`src/rtl/csvtok_pkg.sv`:
```
`timescale 1ns / 1ps
`default_nettype none
// ----------------------------------------------------------------------------
// csvtok_pkg
// Shared widths, reset values and the result record of the CSV tokenizer.
// ----------------------------------------------------------------------------
package csvtok_pkg;

  localparam int CHAR_W             = 8;
  localparam int CFG_W              = 13;
  localparam int LEN_W              = 12;
  localparam int OUT_DATA_W         = 24;
  localparam int OUT_USER_W         = 2;
  localparam int FIELD_SIZE_MAX_DEF = 4096;
  localparam int MAX_FIELD_SIZE_RST = 256;

  typedef struct packed {
    logic [LEN_W-1:0]  field_length;
    logic              record_done;
    logic              field_done;
    logic              char_kept;
    logic [CHAR_W-1:0] char_out;
  } csvtok_result_t;

endpackage
`default_nettype wire

```
`src/rtl/csvtok_fsm.sv`:
```
`timescale 1ns / 1ps
`default_nettype none
// ----------------------------------------------------------------------------
// csvtok_fsm
// Character classifier, parser state, kept-character count and field limit.
// ----------------------------------------------------------------------------
module csvtok_fsm #(
  parameter int FIELD_SIZE_MAX = csvtok_pkg::FIELD_SIZE_MAX_DEF
) (
  input  wire                           clk,
  input  wire                           rst_n,
  input  wire                           step,
  input  wire [csvtok_pkg::CHAR_W-1:0]  char_in,
  input  wire                           cfg_wr_en,
  input  wire [csvtok_pkg::CFG_W-1:0]   cfg_wr_data,
  output csvtok_pkg::csvtok_result_t    res
);
  import csvtok_pkg::*;

  localparam int CNT_W   = $clog2(FIELD_SIZE_MAX);
  localparam int LIM_W   = (CNT_W > CFG_W) ? CNT_W : CFG_W;
  localparam int LIM_MAX = FIELD_SIZE_MAX - 1;
  localparam int LIM_RST = (MAX_FIELD_SIZE_RST - 1 > LIM_MAX) ? LIM_MAX
                                                              : MAX_FIELD_SIZE_RST - 1;

  localparam logic [2:0] ST_START  = 3'd0;
  localparam logic [2:0] ST_PLAIN  = 3'd1;
  localparam logic [2:0] ST_QUOTED = 3'd2;
  localparam logic [2:0] ST_ESCAPE = 3'd3;
  localparam logic [2:0] ST_OPENED = 3'd4;

  localparam logic [CHAR_W-1:0] CH_COMMA = 8'h2C;
  localparam logic [CHAR_W-1:0] CH_QUOTE = 8'h22;
  localparam logic [CHAR_W-1:0] CH_CR    = 8'h0D;
  localparam logic [CHAR_W-1:0] CH_LF    = 8'h0A;

  logic [2:0]       state_r, state_nxt, parse_nxt;
  logic [CNT_W-1:0] cnt_r, cnt_nxt, cnt_inc;
  logic [CNT_W-1:0] limit_r, limit_nxt;
  logic [CFG_W-1:0] cfg_dec;
  logic [LIM_W-1:0] cfg_wide;
  logic             is_comma, is_quote, is_eol;
  logic             end_field, end_record, keep;

  assign is_comma = (char_in == CH_COMMA);
  assign is_quote = (char_in == CH_QUOTE);
  assign is_eol   = (char_in == CH_CR) || (char_in == CH_LF);

  // Field ends and record ends leave through end_field/end_record, parse_nxt is unused then
  always_comb begin
    end_field  = 1'b0;
    end_record = 1'b0;
    parse_nxt  = ST_START;
    case (state_r)
      ST_QUOTED, ST_OPENED: begin
        parse_nxt = is_quote ? ST_ESCAPE : ST_QUOTED;
      end
      ST_PLAIN: begin
        end_field  = is_comma || is_eol;
        end_record = is_eol;
        parse_nxt  = ST_PLAIN;
      end
      ST_ESCAPE: begin
        end_field  = is_comma || is_eol;
        end_record = is_eol;
        parse_nxt  = is_quote ? ST_QUOTED : ST_PLAIN;
      end
      default: begin
        end_field  = is_comma || is_eol;
        end_record = is_eol;
        parse_nxt  = is_quote ? ST_OPENED : ST_PLAIN;
      end
    endcase
  end

  assign keep    = !end_field && ((parse_nxt == ST_PLAIN) || (parse_nxt == ST_QUOTED)) &&
                   (cnt_r < limit_r);
  assign cnt_inc = cnt_r + CNT_W'(keep);

  always_comb begin
    res.char_out     = char_in;
    res.char_kept    = keep;
    res.field_done   = end_field;
    res.record_done  = end_record;
    res.field_length = LEN_W'(cnt_inc);
    cnt_nxt          = end_field ? '0 : cnt_inc;
    state_nxt        = end_field ? ST_START : parse_nxt;
  end

  // Size register stored as the keep limit: size minus one, saturated
  assign cfg_dec   = (cfg_wr_data == '0) ? '0 : cfg_wr_data - 1'b1;
  assign cfg_wide  = LIM_W'(cfg_dec);
  assign limit_nxt = (cfg_wide > LIM_W'(LIM_MAX)) ? CNT_W'(LIM_MAX) : CNT_W'(cfg_wide);

  always_ff @(posedge clk) begin
    if (!rst_n) begin
      state_r <= ST_START;
      cnt_r   <= '0;
      limit_r <= CNT_W'(LIM_RST);
    end else begin
      if (step) begin
        state_r <= state_nxt;
        cnt_r   <= cnt_nxt;
      end
      if (cfg_wr_en) begin
        limit_r <= limit_nxt;
      end
    end
  end

`ifndef SYNTHESIS
  a_record_is_field: assert property (@(posedge clk) disable iff (!rst_n)
    res.record_done |-> res.field_done)
    else $error("record end without field end");

  a_end_clears: assert property (@(posedge clk) disable iff (!rst_n)
    (step && res.field_done) |=> (cnt_r == '0) && (state_r == ST_START))
    else $error("parser not back at start after field end");

  a_keep_counts: assert property (@(posedge clk) disable iff (!rst_n)
    (step && res.char_kept) |=> (cnt_r == CNT_W'($past(cnt_r) + 1'b1)))
    else $error("kept character not counted");

  a_hold_idle: assert property (@(posedge clk) disable iff (!rst_n)
    !step |=> $stable(cnt_r) && $stable(state_r))
    else $error("parser state moved without a request");
`endif

endmodule
`default_nettype wire

```
`src/rtl/csvtok_oreg.sv`:
```
`timescale 1ns / 1ps
`default_nettype none
// ----------------------------------------------------------------------------
// csvtok_oreg
// Result register: holds one result until the downstream side takes it.
// ----------------------------------------------------------------------------
module csvtok_oreg (
  input  wire                                clk,
  input  wire                                rst_n,
  input  wire                                load,
  input  csvtok_pkg::csvtok_result_t         res,
  output logic                               in_ready,
  output logic                               out_tvalid,
  input  wire                                out_tready,
  output logic [csvtok_pkg::OUT_DATA_W-1:0]  out_tdata,
  output logic [csvtok_pkg::OUT_USER_W-1:0]  out_tuser,
  output logic                               out_tlast
);
  import csvtok_pkg::*;

  logic           valid_r, valid_nxt;
  csvtok_result_t res_r;

  assign in_ready  = !valid_r || out_tready;
  assign valid_nxt = load || (valid_r && !out_tready);

  always_ff @(posedge clk) begin
    if (!rst_n) begin
      valid_r <= 1'b0;
    end else begin
      valid_r <= valid_nxt;
    end
  end

  always_ff @(posedge clk) begin
    if (load) begin
      res_r <= res;
    end
  end

  assign out_tvalid = valid_r;
  assign out_tlast  = res_r.record_done;
  assign out_tuser  = {res_r.field_done, res_r.char_kept};
  assign out_tdata  = {4'b0000, res_r.field_length, res_r.char_out};

`ifndef SYNTHESIS
  a_no_overrun: assert property (@(posedge clk) disable iff (!rst_n)
    (valid_r && !out_tready) |-> !load)
    else $error("result overwritten while stalled");
`endif

endmodule
`default_nettype wire

```
`src/rtl/csv_field_tokenizer_top.sv`:
```
`timescale 1ns / 1ps
`default_nettype none
// ----------------------------------------------------------------------------
// csv_field_tokenizer_top
// CSV field tokenizer: one character in, one classified result out.
// ----------------------------------------------------------------------------
// Takes one character byte per request and returns one registered result per
// character. The parser state and the kept count update in the same cycle as
// the character is accepted, so a character is taken every clock while the
// result register is empty or being drained; throughput is one character per
// cycle while the receiver keeps up. A comma ends a field, CR or LF ends a
// field and the record (out_tlast); CR LF therefore also gives an empty
// record. Characters beyond max_field_size - 1 of a field are dropped
// (char_kept low) but still parsed. Write cfg_wr_data only while idle.
module csv_field_tokenizer_top #(
  parameter int FIELD_SIZE_MAX = csvtok_pkg::FIELD_SIZE_MAX_DEF
) (
  input  wire                                clk,
  input  wire                                rst_n,
  input  wire                                in_tvalid,
  output logic                               in_tready,
  input  wire [csvtok_pkg::CHAR_W-1:0]       in_tdata,    // [7:0] char_in
  output logic                               out_tvalid,
  input  wire                                out_tready,
  // [7:0] char_out, [19:8] field_length, [23:20] zero
  output logic [csvtok_pkg::OUT_DATA_W-1:0]  out_tdata,
  // [0] char_kept, [1] field_done
  output logic [csvtok_pkg::OUT_USER_W-1:0]  out_tuser,
  output logic                               out_tlast,   // record_done
  input  wire                                cfg_wr_en,
  input  wire [csvtok_pkg::CFG_W-1:0]        cfg_wr_data  // max_field_size
);
  import csvtok_pkg::*;

  logic           step;
  csvtok_result_t res;

  assign step = in_tvalid && in_tready;

  csvtok_fsm #(
    .FIELD_SIZE_MAX (FIELD_SIZE_MAX)
  ) u_fsm (
    .clk         (clk),
    .rst_n       (rst_n),
    .step        (step),
    .char_in     (in_tdata),
    .cfg_wr_en   (cfg_wr_en),
    .cfg_wr_data (cfg_wr_data),
    .res         (res)
  );

  csvtok_oreg u_oreg (
    .clk        (clk),
    .rst_n      (rst_n),
    .load       (step),
    .res        (res),
    .in_ready   (in_tready),
    .out_tvalid (out_tvalid),
    .out_tready (out_tready),
    .out_tdata  (out_tdata),
    .out_tuser  (out_tuser),
    .out_tlast  (out_tlast)
  );

endmodule
`default_nettype wire

```
`config.mk`:
```
export PLATFORM = sky130hd
export DESIGN_NAME = csv_field_tokenizer_top
export DESIGN_NICKNAME = d
export VERILOG_FILES = /design/src/rtl/csvtok_pkg.sv /design/src/rtl/csvtok_fsm.sv /design/src/rtl/csvtok_oreg.sv /design/src/rtl/csv_field_tokenizer_top.sv
export SDC_FILE = /design/constraint.sdc
export NUM_CORES = 1
export LEC_CHECK = 0
export ABC_AREA = 1
export ABC_CLOCK_PERIOD_IN_PS = 2900
export BUFFER_PORTS_ARGS = -buffer_cell sky130_fd_sc_hd__buf_2
export CAP_MARGIN = 20
export CORE_MARGIN = 8
export CORE_UTILIZATION = 47
export DETAILED_ROUTE_END_ITERATION = 10
export PLACE_DENSITY_LB_ADDON = 0.15
export SLEW_MARGIN = 40
export SYNTH_ARGS = -nofsm -noshare
export SYNTH_HDL_FRONTEND = slang
export SYNTH_SLANG_ARGS = --single-unit
```
`constraint.sdc`:
```
create_clock -name clk -period 2.9 [get_ports clk]
set_input_delay 0.145 -clock clk [delete_from_list [all_inputs] [get_ports clk]]
set_output_delay 0.145 -clock clk [all_outputs]
set_load 0.01 [all_outputs]
```
### Word-level counts from Yosys, hierarchy flattened

Index checks and enable logic that the tools add are counted.

* bits of input ports: 26
* flip-flop bits (word level): 51
* output and inout bits: 29
* word-level logic and storage cells: 46

* reductions and logical operators: 14
* magnitude comparators: 2
* add/subtract/negate cells: 2
* mux-type cells: 9
* equality and inequality tests: 10

Operators with widths (number)
* 12-bit 2-to-1 mux: 2
* 8-bit by 4-bit == test with 1-bit output, second input constant: 2
* 8-bit by 6-bit == test with 1-bit output, second input constant: 2
* 13-bit by 12-bit > comparator with 1-bit output, second input constant: 1
* 13-bit logical NOT: 1
* 13-bit 2-to-1 mux: 1
* 13-bit by 1-bit subtractor with 13-bit output, second input constant: 1
* 12-bit by 1-bit adder with 12-bit output: 1
* 12-bit less-than comparator: 1
* 3-bit by 2-bit == test with 1-bit output, second input constant: 3
* 3-bit one-hot mux with 3 select lines: 1
* 3-bit by 1-bit == test with 1-bit output, second input constant: 2
* 3-bit 2-to-1 mux: 2
* 1-bit logical OR: 5
* 1-bit logical AND: 4
* 3-bit == test, second input constant: 1
* 1-bit logical NOT: 3
* 1-bit 2-to-1 mux: 2
* 2-bit 2-to-1 mux: 1
* 2-bit OR reduction: 1

### Depth between registers and ports, before layout

* depth after elaboration: 9
* depth in mapped cells: 20
* gate-level depth less buffers: 20

### By module

Synthesis repeated with hierarchy kept, for this count alone.

* cell total of the unflattened synthesis: 390
* area, all modules: 3037.9 sq um

Modules (own cells, without submodules)
* csvtok_fsm: cells an instance 354, instances 1, area each 2259.7 sq um, seq. area each 540.5 sq um
* csvtok_oreg: cells an instance 34, instances 1, area each 770.7 sq um, seq. area each 710.7 sq um
* csv_field_tokenizer_top: cells an instance 2, instances 1, area each 7.5 sq um, seq. area each 0.0 sq um

### Worst setup path after synthesis

No wires, ideal clock.

* path type: register to register
* start: register u_fsm.cnt_r[9]
* end: register u_oreg.res_r (netlist bit u_oreg.out_tdata[18]), data pin
* setup slack: 0.700 ns
* clock period less this slack: 2.200 ns
* required time: 2.650 ns
* stages on the path, launching flop included: 16
* arrival time: 1.950 ns
* buffers on the path: 0
* library setup time: 0.250 ns
* path through: dfxtp_1 > ha_1 > a21oi_1 > o21ai_0 > a21oi_1 > nand2_1 > nor2_1 > ha_1 > ha_1 > inv_1 > nor2_2 > nand2_1 > nor2_1 > nand2_1 > nand2_1 > inv_2

RTL lines
* from (decl): RTL line csvtok_fsm.sv:38 `logic [CNT_W-1:0] cnt_r, cnt_nxt, cnt_inc;`
* from (signal assigned): RTL line csvtok_fsm.sv:103 `cnt_r <= cnt_nxt;`
* to (signal assigned): RTL line csvtok_oreg.sv:37 `res_r <= res;`
* to (decl): RTL line csvtok_oreg.sv:22 `csvtok_result_t res_r;`

==> summary.txt <==
CP top delay family - adder cells
Die Wd - 96.0 um
Hold Slack - 0.0366 ns
critical path required time - 3.14 ns
vias per cell - 4.76
hold buffer count at CTS - 0
Synth Instances - 386
Ports - 55
syn avg cell area - 7.80 um2
Final Setup Violations - 0
worst hold path type - in -> reg
Post-synth EDFFs - 23
placed cell count - 505
period utilisation layout - 0.859
row count - 29
Fillers - 619
Worst setup EP type - register
sequential fraction of the synthesis area - 0.416
final instance area - 0.00335 mm2
CTS tree - done
unrepaired setup endpoints after global routing - false
Slowest-stage cell, CP - dfxtp_1
peak supply drop - 0.261 mV
r2r setup slk - 0.41 ns
Synth Register Bits - 51
Critical R2R Capture - u_fsm.cnt_r[10]$_SDFFE_PN0P_
H-tree levels - 2
Worst Tran Pin Value - 0.603 ns
GRT Overall Usage - 0.139
die area - 0.00922 mm2
worst path cell trace - ha_1 -> a21oi_1 -> o21ai_0 -> a21oi_1 -> nand2_1 -> nor2_1 -> ha_1 -> ha_1 -> inv_1 -> nor2_2 -> nand2_1 -> o21bai_1 -> nand2_1 -> inv_2 -> nand2_1 -> a21oi_1
Synth Warn # - 0
hold endpoint - u_oreg.out_tdata[4]$_DFFE_PP_
setup bufs post-CTS - 0
initial antenna violation count - 0
CP Launch Point - u_fsm.cnt_r[9]$_SDFFE_PN0P_
Clock Path Buffers - 2
maxcap violations - 0
DR WL/cell - 11.8 um
most frequent CP cell - nand2_1
area leader, netlist - edfxtp_1
critical path buffer and inverter count - 2
dpl hpwl - 4690 um
Final Max Slew Viols - 0
FF-to-FF path depth - 16
diode count - 0
ys async rst share - 0
Core ar. - 0.00628 mm2
Placer Congestion - 0.779
chip height - 96.0 um
Final Hold Violating Endpoints - 0
# clock sinks - 51
clk_skew - 0.0115 ns
max_slew headroom - 0.597
final wirelength - 6040 um
first-pass GRT wire length - 10300 um
clock-pin slew on the worst setup and hold paths - 0.09 ns
Residual DRC - 0
library cells used by synthesis - 34
WP data arrival - 2.73 ns
IO buf count - 50
outcome - complete, no violations
layout cell share with drive strength beyond 1 - 0.222
layout overhead on the synthesized area - 11.4%
pre-CTS setup slack - 0.404 ns
most area-consuming cells after synthesis - edfxtp_1, dfxtp_1, nand2_1
largest net degree at the start of global routing - 29
Final Non-Filler Cells - 513
critical path fanouts, max - 6
post_cts resized - 0
Yosys top cell area share - 0.229
Cell Area, Synth - 0.00301 mm2
vias in the first global route - 2319
Clk Tree Root Cell - clkbuf_8
Power Density - 412 mW/mm2
Initial Util - 0.480
gr ovfl total - 0
Iteration-0 DRC Markers - 100
Pleak - 0.00165 uW
via count - 2440
final setup TNS - 0 ns
Clock Latency Late Sink - 0.31 ns
nets - 476
cell depth of the worst hold path - 1
final antenna-violating net count - 0
Inserted Clock Buffers - 5
Max stage delay on crit path - 0.43 ns
top_reg_cell synth - dfxtp_1
1st-pass router iterations - 4
Worst setup SP type - register
worst r2r src - u_fsm.cnt_r[9]$_SDFFE_PN0P_
CP Class - reg -> reg
final worst setup slack - 0.410 ns
FMAX - 402 MHz
post-route minimum period - 2.49 ns
Hold Path Origin - in_tdata[4]
placed inst area - 0.00327 mm2
[logic make-up after synthesis]
| kind of cell | count (synthesis) | share of synthesized area |
|---|---|---|
| other cells | 1 | 0.00125 |
| compound gates | 41 | 0.0815 |
| flops | 51 | 0.416 |
| xor+xnor | 9 | 0.0262 |
| buf+inv | 68 | 0.104 |
| fa+ha+maj | 15 | 0.0623 |
| simple gates | 201 | 0.309 |
[sequential cells by signal (all words and copies together) (netlist names)]
name and cells:
u_oreg.out_tdata 20, u_fsm.limit_r 12, u_fsm.state_r 3, u_oreg.out_tuser 2, u_oreg.out_tvalid 1, u_oreg.out_tlast 1
u_fsm.cnt_r 12
[metrics by stage]
stage / utilization / power [uW]
after global placement: 0.521 / 1000
after global routing: 0.534 / 1460
final: 0.534 / 1380
after floorplan: - / 950
after detailed placement: 0.521 / 1010
after CTS: 0.534 / 1400
[synth_stat cells, types with 3 or more instances]
| master | number |
|---|---|
| edfxtp_1 | 23 |
| buf_4 | 4 |
| inv_2 | 4 |
| xor2_1 | 7 |
| nand2_4 | 3 |
| nand3_1 | 27 |
| nor2_1 | 29 |
| nand2_1 | 114 |
| nand3_2 | 4 |
| dfxtp_1 | 28 |
| nand2_2 | 12 |
| o21ai_0 | 6 |
| inv_1 | 52 |
| a21oi_2 | 10 |
| ha_1 | 15 |
| a21oi_1 | 24 |
[cell type report]
| type | count | area [um2] | share of cell area |
|---|---|---|---|
| multi-input combinational | 270 | 1460 | 0.434 |
| sequential | 51 | 1250 | 0.373 |
| timing repair buffer | 51 | 258 | 0.0769 |
| inverter | 56 | 210 | 0.0627 |
| tap | 77 | 96.3 | 0.0287 |
| clock buffer | 6 | 72.6 | 0.0216 |
| clock inverter | 2 | 8.76 | 0.00261 |
[where the power goes]
part	internal (uW)	leakage (uW)	total, uW	switching (uW)
combinational	68.0	0.00116	192	124
sequential	785	0.000453	797	12.0
clock	166	0.0000426	394	227
total	1020	0.00165	1380	363
[how the worst max path moves through the flow]
stage / endpoint / slack (ns) / depth (start not counted)
floorplan: u_oreg.out_tdata[18]$_DFFE_PP_ / 0.70 / 15
global placement: u_fsm.cnt_r[10]$_SDFFE_PN0P_ / 0.51 / 17
detailed placement: u_fsm.cnt_r[10]$_SDFFE_PN0P_ / 0.40 / 17
CTS: u_fsm.cnt_r[10]$_SDFFE_PN0P_ / 0.39 / 16
global route: u_fsm.cnt_r[10]$_SDFFE_PN0P_ / 0.1 / 16
finish: u_fsm.cnt_r[10]$_SDFFE_PN0P_ / 0.41 / 16
[cells in the final DEF (no fill, tap or decap), types with 2 or more instances in the layout]
master      n
nand2_1   114
inv_1      52
buf_2      50
nor2_1     29
dfxtp_1    28
nand3_1    27
a21oi_1    24
edfxtp_1   23
ha_1       15
nand2_2    12
a21oi_2    10
xor2_1      7
o21ai_0     6
clkbuf_8    5
inv_2       4
nand3_2     4
conb_1      4
nand2_4     3
nor2_2      2
nand4_1     2
xnor2_1     2
nor2_4      2
[routing by layer]
layer  track usage  vias up  wire (um)
li1              -     1309          -
met1         0.164     1067       2700
met2         0.239       58       2860
met3        0.0304        6        395
met4        0.0563        0         87
met5             0        -          0
(Power assumes the default switching activity.)
